File: config.mk
export PLATFORM = sky130hd
export DESIGN_NAME = ipv4_tcp_check_and_checksum_top
export DESIGN_NICKNAME = d
export VERILOG_FILES = /design/src/itc_pkg.sv /design/src/ipv4_tcp_check_and_checksum_top.sv /design/src/itc_accum.sv /design/src/itc_sum.sv /design/src/itc_fold.sv
export SDC_FILE = /design/constraint.sdc
export NUM_CORES = 1
export LEC_CHECK = 0
export BUFFER_PORTS_ARGS = -buffer_cell sky130_fd_sc_hd__buf_2
export CORE_MARGIN = 2
export CORE_UTILIZATION = 65
export DETAILED_ROUTE_END_ITERATION = 8
export PLACE_DENSITY = 0.82
export SLEW_MARGIN = 10
export SYNTH_ARGS = -nofsm -noshare
export SYNTH_HDL_FRONTEND = slang
export SYNTH_SLANG_ARGS = --single-unit
File: constraint.sdc
create_clock -name aclk -period 13.1 [get_ports aclk]
set_clock_uncertainty 0.1 [all_clocks]
set_input_delay 0.655 -clock aclk [delete_from_list [all_inputs] [get_ports aclk]]
set_output_delay 0.655 -clock aclk [all_outputs]
set_load 0.01 [all_outputs]
File: src/itc_pkg.sv
// Shared types, constants and the checksum fold for the IPv4/TCP checker.
package itc_pkg;

    localparam int CountW  = 17;
    localparam int SizeW   = CountW + 1;
    localparam int IpSumW  = 25;
    localparam int TcpSumW = 34;
    localparam int SpanW   = 18;

    localparam logic [CountW-1:0] CountMax    = '1;
    localparam logic [CountW-1:0] IdxVerIhl   = 17'd0;
    localparam logic [CountW-1:0] IdxLenHigh  = 17'd2;
    localparam logic [CountW-1:0] IdxLenLow   = 17'd3;
    localparam logic [CountW-1:0] IdxFragHigh = 17'd6;
    localparam logic [CountW-1:0] IdxFragLow  = 17'd7;
    localparam logic [CountW-1:0] IdxProtocol = 17'd9;
    localparam logic [CountW-1:0] IdxCsumLo   = 17'd10;
    localparam logic [CountW-1:0] IdxAddrLo   = 17'd12;
    localparam logic [CountW-1:0] IdxAddrEnd  = 17'd20;
    localparam logic [CountW-1:0] SegOffData  = 17'd12;
    localparam logic [CountW-1:0] SegOffCsumH = 17'd16;
    localparam logic [CountW-1:0] SegOffCsumL = 17'd17;

    localparam logic [3:0]       VersionIpv4  = 4'd4;
    localparam logic [3:0]       MinWords     = 4'd5;
    localparam logic [7:0]       ProtocolTcp  = 8'd6;
    localparam logic [15:0]      MinHdrBytes  = 16'd20;
    localparam logic [SizeW-1:0] MinPktBytes  = 18'd20;
    localparam logic [SpanW-1:0] MaxSpan      = 18'd65535;
    localparam logic [15:0]      FoldAllOnes  = 16'hFFFF;

    typedef struct packed {
        logic [7:0] data_byte;
        logic       last_byte;
    } itc_in_t;

    typedef struct packed {
        logic [15:0] ip_header_checksum;
        logic [15:0] tcp_csum;
        logic        packet_valid;
        logic        segment_valid;
    } itc_out_t;

    typedef struct packed {
        logic [3:0]  version;
        logic [3:0]  ihl;
        logic [15:0] pkt_len;
        logic [15:0] frag_word;
        logic [7:0]  protocol;
    } itc_hdr_t;

    typedef struct packed {
        logic [15:0]      ip_sum_high;
        logic [15:0]      ip_sum_low;
        logic [23:0]      tcp_sum_high;
        logic [23:0]      tcp_sum_low;
        itc_hdr_t         hdr;
        logic [3:0]       tcp_offset_nibble;
        logic [SizeW-1:0] size;
    } itc_snap_t;

    typedef struct packed {
        logic [IpSumW-1:0]  ip_sum;
        logic [TcpSumW-1:0] tcp_sum;
        logic               packet_valid;
        logic               segment_valid;
    } itc_sums_t;

    function automatic logic [15:0] itc_fold16(input logic [TcpSumW-1:0] s);
        logic [18:0] s1;
        logic [16:0] s2;
        logic [16:0] s3;
        s1 = {3'b0, s[15:0]} + {1'b0, s[33:16]};
        s2 = {1'b0, s1[15:0]} + {14'b0, s1[18:16]};
        s3 = {1'b0, s2[15:0]} + {16'b0, s2[16]};
        if (s3 == {1'b0, FoldAllOnes}) begin
            return FoldAllOnes;
        end
        return ~s3[15:0];
    endfunction

endpackage

File: src/ipv4_tcp_check_and_checksum_top.sv
// Top level of the IPv4 header and TCP checksum checker.
//
//   Channel   Ports                      Beat
//   input     s_valid, s_ready, s_data   one packet byte with its last-byte mark
//   result    m_valid, m_ready, m_data   both checksums and two validity flags
//
// One byte is taken per cycle unless a last byte waits on a full snapshot; the running sums take in each byte.
// A result leaves after its last byte has passed the input register,
// snapshot register, sum register and result register in turn.
// Reset is synchronous on aresetn and empties every stage and clears the running sums.
// A stalled result holds the stages behind it; input stops only when a last byte waits and all are full.
module ipv4_tcp_check_and_checksum_top import itc_pkg::*; (
    input  logic     aclk,
    input  logic     aresetn,
    input  logic     s_valid,
    output logic     s_ready,
    input  itc_in_t  s_data,
    output logic     m_valid,
    input  logic     m_ready,
    output itc_out_t m_data
);

    logic      in_valid_reg;
    itc_in_t   in_beat_reg;
    logic      accum_ready, accum_consume;
    logic      snap_valid, sum_ready;
    itc_snap_t snap;
    logic      sums_valid, fold_ready;
    itc_sums_t sums;

    assign accum_consume = in_valid_reg && accum_ready;
    assign s_ready       = !in_valid_reg || accum_ready;

    always_ff @(posedge aclk) begin
        if (!aresetn) begin
            in_valid_reg <= 1'b0;
        end else if (s_ready) begin
            in_valid_reg <= s_valid;
        end
    end

    always_ff @(posedge aclk) begin
        if (s_valid && s_ready) begin
            in_beat_reg <= s_data;
        end
    end

    itc_accum u_accum (
        .aclk      (aclk),
        .aresetn   (aresetn),
        .in_valid  (in_valid_reg),
        .in_beat   (in_beat_reg),
        .in_ready  (accum_ready),
        .out_ready (sum_ready),
        .out_valid (snap_valid),
        .out_snap  (snap)
    );

    itc_sum u_sum (
        .aclk      (aclk),
        .aresetn   (aresetn),
        .in_valid  (snap_valid),
        .in_snap   (snap),
        .in_ready  (sum_ready),
        .out_ready (fold_ready),
        .out_valid (sums_valid),
        .out_sums  (sums)
    );

    itc_fold u_fold (
        .aclk     (aclk),
        .aresetn  (aresetn),
        .in_valid (sums_valid),
        .in_sums  (sums),
        .in_ready (fold_ready),
        .m_ready  (m_ready),
        .m_valid  (m_valid),
        .m_data   (m_data)
    );

    a_snap_from_last: assert property (@(posedge aclk) disable iff (!aresetn)
        $rose(snap_valid) |-> $past(accum_consume && in_beat_reg.last_byte))
        else $error("Snapshot appeared without a consumed last beat.");

    a_result_from_sums: assert property (@(posedge aclk) disable iff (!aresetn)
        $rose(m_valid) |-> $past(sums_valid))
        else $error("Result appeared without a pending sum stage.");

    a_beat_held: assert property (@(posedge aclk) disable iff (!aresetn)
        in_valid_reg && !accum_consume |=> in_valid_reg && $stable(in_beat_reg))
        else $error("Registered input beat was lost before consumption.");

endmodule

File: src/itc_accum.sv
// Per-byte header capture, lane accumulators and the end-of-packet snapshot register.
module itc_accum import itc_pkg::*; (
    input  logic      aclk,
    input  logic      aresetn,
    input  logic      in_valid,
    input  itc_in_t   in_beat,
    output logic      in_ready,
    input  logic      out_ready,
    output logic      out_valid,
    output itc_snap_t out_snap
);

    logic [CountW-1:0] count_reg, count_next;
    logic [15:0]       ip_hi_reg, ip_hi_next, ip_lo_reg, ip_lo_next;
    logic [23:0]       tcp_hi_reg, tcp_hi_next, tcp_lo_reg, tcp_lo_next;
    itc_hdr_t          hdr_reg, hdr_next;
    logic [3:0]        nib_reg, nib_next;
    logic              snap_valid_reg;
    itc_snap_t         snap_reg;

    logic [7:0]        d;
    logic [5:0]        hlen;
    logic [CountW-1:0] hlen_ext, seg_off;
    logic              ip_take, pseudo_take, seg_take, seg_add, snap_free, consume;
    logic [23:0]       d24, p_hi, p_lo, s_hi, s_lo;

    assign d         = in_beat.data_byte;
    assign d24       = {16'b0, d};
    assign snap_free = !snap_valid_reg || out_ready;
    assign in_ready  = !in_beat.last_byte || snap_free;
    assign consume   = in_valid && in_ready;

    always_comb begin
        hdr_next = hdr_reg;
        case (count_reg)
            IdxVerIhl: begin
                hdr_next.version = d[7:4];
                hdr_next.ihl     = d[3:0];
            end
            IdxLenHigh:  hdr_next.pkt_len[15:8]   = d;
            IdxLenLow:   hdr_next.pkt_len[7:0]    = d;
            IdxFragHigh: hdr_next.frag_word[15:8] = d;
            IdxFragLow:  hdr_next.frag_word[7:0]  = d;
            IdxProtocol: hdr_next.protocol        = d;
            default: ;
        endcase
    end

    always_comb begin
        hlen        = {hdr_next.ihl, 2'b00};
        hlen_ext    = {{(CountW-6){1'b0}}, hlen};
        ip_take     = (count_reg < IdxCsumLo) ||
                      (count_reg >= IdxAddrLo && count_reg < hlen_ext);
        pseudo_take = (count_reg >= IdxAddrLo) && (count_reg < IdxAddrEnd);
        seg_take    = (count_reg >= hlen_ext) &&
                      (count_reg < {1'b0, hdr_next.pkt_len});
        seg_off     = count_reg - hlen_ext;
        seg_add     = seg_take && seg_off != SegOffCsumH && seg_off != SegOffCsumL;
        nib_next    = (seg_take && seg_off == SegOffData) ? d[7:4] : nib_reg;

        p_hi = (pseudo_take && !count_reg[0]) ? d24 : 24'b0;
        p_lo = (pseudo_take &&  count_reg[0]) ? d24 : 24'b0;
        s_hi = (seg_add && !seg_off[0]) ? d24 : 24'b0;
        s_lo = (seg_add &&  seg_off[0]) ? d24 : 24'b0;

        tcp_hi_next = tcp_hi_reg + p_hi + s_hi;
        tcp_lo_next = tcp_lo_reg + p_lo + s_lo;
        ip_hi_next  = ip_hi_reg + ((ip_take && !count_reg[0]) ? {8'b0, d} : 16'b0);
        ip_lo_next  = ip_lo_reg + ((ip_take &&  count_reg[0]) ? {8'b0, d} : 16'b0);
        count_next  = (count_reg == CountMax) ? count_reg : count_reg + 1'b1;
    end

    always_ff @(posedge aclk) begin
        if (!aresetn) begin
            count_reg  <= '0;
            ip_hi_reg  <= '0;
            ip_lo_reg  <= '0;
            tcp_hi_reg <= '0;
            tcp_lo_reg <= '0;
            hdr_reg    <= '0;
            nib_reg    <= '0;
        end else if (consume) begin
            if (in_beat.last_byte) begin
                count_reg  <= '0;
                ip_hi_reg  <= '0;
                ip_lo_reg  <= '0;
                tcp_hi_reg <= '0;
                tcp_lo_reg <= '0;
                hdr_reg    <= '0;
                nib_reg    <= '0;
            end else begin
                count_reg  <= count_next;
                ip_hi_reg  <= ip_hi_next;
                ip_lo_reg  <= ip_lo_next;
                tcp_hi_reg <= tcp_hi_next;
                tcp_lo_reg <= tcp_lo_next;
                hdr_reg    <= hdr_next;
                nib_reg    <= nib_next;
            end
        end
    end

    always_ff @(posedge aclk) begin
        if (!aresetn) begin
            snap_valid_reg <= 1'b0;
        end else if (consume && in_beat.last_byte) begin
            snap_valid_reg <= 1'b1;
        end else if (out_ready) begin
            snap_valid_reg <= 1'b0;
        end
    end

    always_ff @(posedge aclk) begin
        if (consume && in_beat.last_byte) begin
            snap_reg.ip_sum_high       <= ip_hi_next;
            snap_reg.ip_sum_low        <= ip_lo_next;
            snap_reg.tcp_sum_high      <= tcp_hi_next;
            snap_reg.tcp_sum_low       <= tcp_lo_next;
            snap_reg.hdr               <= hdr_next;
            snap_reg.tcp_offset_nibble <= nib_next;
            snap_reg.size              <= {1'b0, count_reg} + 1'b1;
        end
    end

    assign out_valid = snap_valid_reg;
    assign out_snap  = snap_reg;

endmodule

File: src/itc_sum.sv
// Validity checks and the combined wide sums, registered ahead of the fold.
module itc_sum import itc_pkg::*; (
    input  logic      aclk,
    input  logic      aresetn,
    input  logic      in_valid,
    input  itc_snap_t in_snap,
    output logic      in_ready,
    input  logic      out_ready,
    output logic      out_valid,
    output itc_sums_t out_sums
);

    logic       valid_reg;
    itc_sums_t  sums_reg, sums_next;
    logic [5:0] hlen;
    logic [15:0] hlen16, tcp_len;
    logic [12:0] foff;
    logic        mf;
    logic [SpanW-1:0] span;

    assign in_ready = !valid_reg || out_ready;

    always_comb begin
        hlen    = {in_snap.hdr.ihl, 2'b00};
        hlen16  = {10'b0, hlen};
        tcp_len = in_snap.hdr.pkt_len - hlen16;
        foff    = in_snap.hdr.frag_word[12:0];
        mf      = in_snap.hdr.frag_word[13];
        span    = {2'b0, MinHdrBytes} + {2'b0, foff, 3'b000} + {2'b0, tcp_len};

        sums_next.packet_valid = (in_snap.size >= MinPktBytes) &&
                                 (in_snap.hdr.version == VersionIpv4) &&
                                 (in_snap.hdr.ihl >= MinWords) &&
                                 ({2'b0, in_snap.hdr.pkt_len} <= in_snap.size) &&
                                 (in_snap.hdr.pkt_len >= hlen16) &&
                                 (span <= MaxSpan);
        sums_next.segment_valid = (in_snap.hdr.protocol == ProtocolTcp) && !mf &&
                                  (foff == 13'd0) && (tcp_len >= MinHdrBytes) &&
                                  (in_snap.tcp_offset_nibble >= MinWords) &&
                                  (tcp_len >= {10'b0, in_snap.tcp_offset_nibble, 2'b00});
        sums_next.ip_sum  = {1'b0, in_snap.ip_sum_high, 8'b0} + {9'b0, in_snap.ip_sum_low};
        sums_next.tcp_sum = {2'b0, in_snap.tcp_sum_high, 8'b0} +
                            {10'b0, in_snap.tcp_sum_low} +
                            {26'b0, in_snap.hdr.protocol} + {18'b0, tcp_len};
    end

    always_ff @(posedge aclk) begin
        if (!aresetn) begin
            valid_reg <= 1'b0;
        end else if (in_ready) begin
            valid_reg <= in_valid;
        end
    end

    always_ff @(posedge aclk) begin
        if (in_valid && in_ready) begin
            sums_reg <= sums_next;
        end
    end

    assign out_valid = valid_reg;
    assign out_sums  = sums_reg;

endmodule

File: src/itc_fold.sv
// Carry fold and complement of both checksums into the result register.
module itc_fold import itc_pkg::*; (
    input  logic      aclk,
    input  logic      aresetn,
    input  logic      in_valid,
    input  itc_sums_t in_sums,
    output logic      in_ready,
    input  logic      m_ready,
    output logic      m_valid,
    output itc_out_t  m_data
);

    logic     valid_reg;
    itc_out_t data_reg, data_next;

    assign in_ready = !valid_reg || m_ready;

    always_comb begin
        data_next.ip_header_checksum = itc_fold16({{(TcpSumW-IpSumW){1'b0}}, in_sums.ip_sum});
        data_next.tcp_csum           = itc_fold16(in_sums.tcp_sum);
        data_next.packet_valid       = in_sums.packet_valid;
        data_next.segment_valid      = in_sums.segment_valid;
    end

    always_ff @(posedge aclk) begin
        if (!aresetn) begin
            valid_reg <= 1'b0;
        end else if (in_ready) begin
            valid_reg <= in_valid;
        end
    end

    always_ff @(posedge aclk) begin
        if (in_valid && in_ready) begin
            data_reg <= data_next;
        end
    end

    assign m_valid = valid_reg;
    assign m_data  = data_reg;

endmodule
# Yosys cells after proc, flatten, opt, wreduce, memory -nomap -nowiden
# Cells that the tools add are included.
[op_classes] n_addsub=22 magnitude_cmp=14 n_eq_ne=14 n_mux=29 n_bitwise=2 n_reduce_logical=45
[op_table] cell="$add 24x24->24" count=4
[op_table] cell="$mux 16" count=6
[op_table] cell="$mux 8" count=12
[op_table] cell="$mux 24" count=2
[op_table] cell="$mux 48" count=1
[op_table] cell="$add 16x1->17" count=2
[op_table] cell="$add 16x3->17" count=2
[op_table] cell="$add 34x16->34" count=1
[op_table] cell="$add 34x8->34" count=1
[op_table] cell="$eq 17x16->1 const B" count=2
[op_table] cell="$eq 17x2->1 const B" count=2
[op_table] cell="$eq 17x3->1 const B" count=2
[op_table] cell="$eq 17x4->1 const B" count=2
[op_table] cell="$mux 17" count=2
[op_table] cell="$ne 17x5->1 const B" count=2
[op_table] cell="$add 32x24->33" count=1
[op_table] cell="$add 16x16->16" count=2
[op_table] cell="$ge 16x6->1" count=2
[op_table] cell="$not 16->16" count=2
[op_table] cell="$logic_and 1x1->1" count=27
[op_table] cell="$add 24x16->25" count=1
[op_table] cell="$add 16x18->19" count=1
[op_table] cell="$add 17x1->18 const B" count=1
[op_table] cell="$add 18x16->18" count=1
[op_table] cell="other kinds (28)" count=45
[totals] register_bits=405 input_bits=13

# Depth between registers and ports, before layout
[depth] ltp_word=10 depth_mapped=34

# Hierarchy
# A second synthesis with hierarchy kept.
[unflattened] cells_unflattened=2583 hier_area_um2=25604.6
[modules_own_cells] module="itc_accum" instances=1 cells_each=1413 area_each_um2=14891.8
[modules_own_cells] module="itc_sum" instances=1 cells_each=616 area_each_um2=5878.1
[modules_own_cells] module="itc_fold" instances=1 cells_each=540 area_each_um2=4506.8
[modules_own_cells] module="ipv4_tcp_check_and_checksum_top" instances=1 cells_each=14 area_each_um2=327.8

# Least setup slack after synthesis
# No wires, ideal clock.
[synth_path] kind="input -> register" startpoint="input port m_ready" endpoint="register u_accum.snap_reg (netlist bit u_accum.out_snap[0]) (enable)" setup_time_ns=0.660 arrival_ns=7.627 required_time_ns=12.340 slack_ns=4.713 cell_stages=7 n_path_buf=2 cell_sequence="nor2b_1 > and2_1 > nand3_1 > nand2_1 > clkbuf_1 > clkbuf_1 > nor2_1"
[synth_between] elab_chain_len=6
[synth_lines] element="start: declaration" line_no="ipv4_tcp_check_and_checksum_top.sv:19" text="input logic m_ready,"
[synth_lines] element="$logic_or 1x1->1" line_no="itc_fold.sv:16" text="assign in_ready = !valid_reg || m_ready;"
[synth_lines] element="$logic_or 1x1->1" line_no="itc_sum.sv:21" text="assign in_ready = !valid_reg || out_ready;"
[synth_lines] element="$logic_or 1x1->1" line_no="itc_accum.sv:29" text="assign snap_free = !snap_valid_reg || out_ready;"
[synth_lines] element="$logic_or 1x1->1" line_no="itc_accum.sv:30" text="assign in_ready = !in_beat.last_byte || snap_free;"
[synth_lines] element="$logic_and 1x1->1" line_no="itc_accum.sv:31" text="assign consume = in_valid && in_ready;"
[synth_lines] element="$logic_and 1x1->1" line_no="itc_accum.sv:114" text="if (consume && in_beat.last_byte) begin"
[synth_lines] element="end: declaration" line_no="itc_accum.sv:19" text="itc_snap_t snap_reg;"
# No other way between the ends.
# A chain may end at the register's enable or synchronous reset.

==> impl_metrics.ini <==
[logic_synthesis]
synth_cells = 2577
yosysMostFrequentCell = edfxtp_1
synthDistinctLibCells = 110
syn_nets = 2799
synth-edff-count = 252
ys.warnings.count = 0
synthFlopType = edfxtp_1
synthTopCellsByArea = edfxtp_1 30%, dfxtp_1 12%, ha_1 8.6%
yosysSeqAreaShare_pct = 41.6
syn_area_sq_um = 25500
synth_top_area_share_pct = 29.7
async_flop_share_pct = 0
synth_common_cells = 252 x edfxtp_1, 220 x nor2_1, 174 x ha_1, 174 x inv_1, 151 x dfxtp_1
synth_top_area_cell = edfxtp_1
synth_seq_cells = 403
avgSynthCellArea_sq_um = 9.88

[floorplan]
io_pins = 49
rows = 72
core_sq_um = 38600
fp.dieH_um = 202
die_x_um = 202
die_area_sq_um = 40800
initial_core_util_pct = 65.9

[layout]
fill_cells = 2771
antenna_cells = 0
syn_to_final_growth_pct = 7.84
multi_input_area_sq_um = 13800
fin_util_pct = 71.0
seq_area_sq_um = 10600
drive_above_1_share_pct = 9.96
largest_register_ffs = 148
final_cell_area_sq_um = 27500
finalNetCount = 2798

[flow_run]
max_cap_viol_count = 0

[timing]
holdWs_ps = 151
rsz0062_at_grt = false
fin_crit_sh_pct = 71.5
hold_violations = 0
max_freq_ghz = 0.107
final-max-slew-violation-count = 0
maxSlewHeadroom_pct = 25.0
fin_setup_tns_ps = 0
worst_pin_slew_ps = 1120
fin_crit_ps = 9360
setup_violations = 0

[setup_path]
cpMostUsedCell = o21ai_0
critPathMaxFanout = 18
cp_slowest_cell = a2111oi_1
crit_required_ps = 13490
crit_type = reg -> reg
cp-start-kind = flip-flop
worstPathArrival_ps = 9750
max_stage_delay_ps = 980
cp-end-kind = flip-flop

[clock_tree]
path_clk_slew_ps = 60
cts_hold_buf = 0
cts_max_level = 2
cts_tree = done
root_buffer = clkbuf_16
clk_path_buf_depth = 3
postCtsSetupBuffers = 0
worstSkewPairLatency_ps = 580
post_cts_resized = 0
cts_sinks = 403
numCtsBuffers = 42

[routing]
dr.first_iter.drc_count = 1756
via_per_inst = 6.33
drt-total-wl_um = 61400
drc = 0
vias = 19800
drtAntennaViolNets = 0
wire_per_inst_um = 19.6
drt_pass1_iterations = 8

[power_and_ir_drop]
p_sw_uw = 743
power_density_nw_per_um2 = 107
p_int_mw = 2.18
total_power_mw = 2.93
combPwrFrac_pct = 10.5
seqPwrFrac_pct = 47.7
peakVddDrop_uv = 97.3
power_leakage_nw = 11.1
clockPowerShare_pct = 41.9
sw_frac_of_total_pct = 25.4

[run_status]
status = completed

[worst_hold_path]
hp-class = in -> reg

[placed_design]
dp_hpwl_um = 43100
placed_area_sq_um = 26100
port_buffers = 48
place_congestion = 0.938

[global_route]
grt_pass1_vias = 19600
grt-ovfl-total = 0
grt_pass1_wl_um = 99800
antenna_found_initial = 0
grt_max_degree = 81
grt.total_usage_pct = 30.1
[routing by layer]
layer  wire (um)  part of all wire, %  global-route usage (%)
met5           0                    0                       0
met4        1930                  3.2                    10.4
met3        3580                  5.8                    4.24
met2       30000                   49                    51.8
met1       25900                   42                    39.2
[cells by family after synthesis]
group | share of synthesized area, %
compound gates | 15.2
simple gates | 16.7
flops | 41.6
fa+ha+maj | 11.5
mux | 2.43
xor+xnor | 8.12
other cells | 0.0147
buf+inv | 4.39
[layout make-up]
class / count / share of cell area (%)
inverters: 177 / 2.43
multi-input cells: 1887 / 50.2
well taps: 518 / 2.36
clock buffers: 47 / 3.93
flip-flops and latches: 403 / 38.6
clock inverters: 31 / 1.14
repair buffers: 65 / 1.34
[power by group through the flow]
stage	Combinational, mW	Sequential [mW]	Clock, mW
finish	0.306	1.39	1.22
global route	0.337	1.40	1.29
CTS	0.302	1.39	1.24
detailed placement	0.298	1.42	0
global placement	0.287	1.42	0
floorplan	0.226	1.41	0
[critical path: cells and delay by family (launching register included)]
| family | cells | cell delay (ps) |
|---|---|---|
| muxes | 1 | 430 |
| DFF | 1 | 380 |
| and+or+nand+nor | 11 | 3410 |
| AOI/OAI and AO/OA | 11 | 3520 |
| buffers and inverters | 3 | 180 |
| adders and majority gates | 4 | 1240 |
[final timing paths]
kind | start | to | slack (ps) | depth (start not counted)
setup / recovery | u_accum.count_reg[12]$_SDFFE_PN0P_ | u_accum.tcp_hi_reg[23]$_SDFFE_PN0P_ | 3740 | 30
hold / removal | s_data[8] | in_beat_reg[8]$_DFFE_PP_ | 150 | 1
setup reg to reg | u_accum.count_reg[12]$_SDFFE_PN0P_ | u_accum.tcp_hi_reg[23]$_SDFFE_PN0P_ | 3740 | 30
hold reg to reg | u_accum.out_snap[119]$_DFFE_PP_ | u_sum.out_sums[37]$_DFFE_PP_ | 320 | 0
[metrics by stage]
| step | worst slack (ps) | instances |
|---|---|---|
| finish | 3740 | 3128 |
| global route | 3210 | 3128 |
| CTS | 3940 | 3128 |
| detailed placement | 4020 | 3050 |
| global placement | 4260 | 3050 |
| floorplan | 4710 | 2577 |
[placed cells by master, fill, tap and decap left out, types with 16 or more instances in the layout]
master	instances
a21oi_1	142
o21a_1	20
fa_1	35
a21o_1	65
a31oi_1	16
inv_1	174
nor4_1	29
dfxtp_1	151
nor3_1	38
ha_1	174
nand2_2	21
clkbuf_16	42
xor2_1	79
o21bai_1	25
and3_1	61
or3_1	31
nand3_1	82
and2_1	24
o21ai_0	84
nor2_1	218
nor2b_1	18
buf_4	17
a22oi_1	93
nand2_1	144
nand4_1	47
edfxtp_1	252
mux2_2	48
xnor2_1	149
buf_2	48
Note: power is estimated with default switching activity, not from simulation.
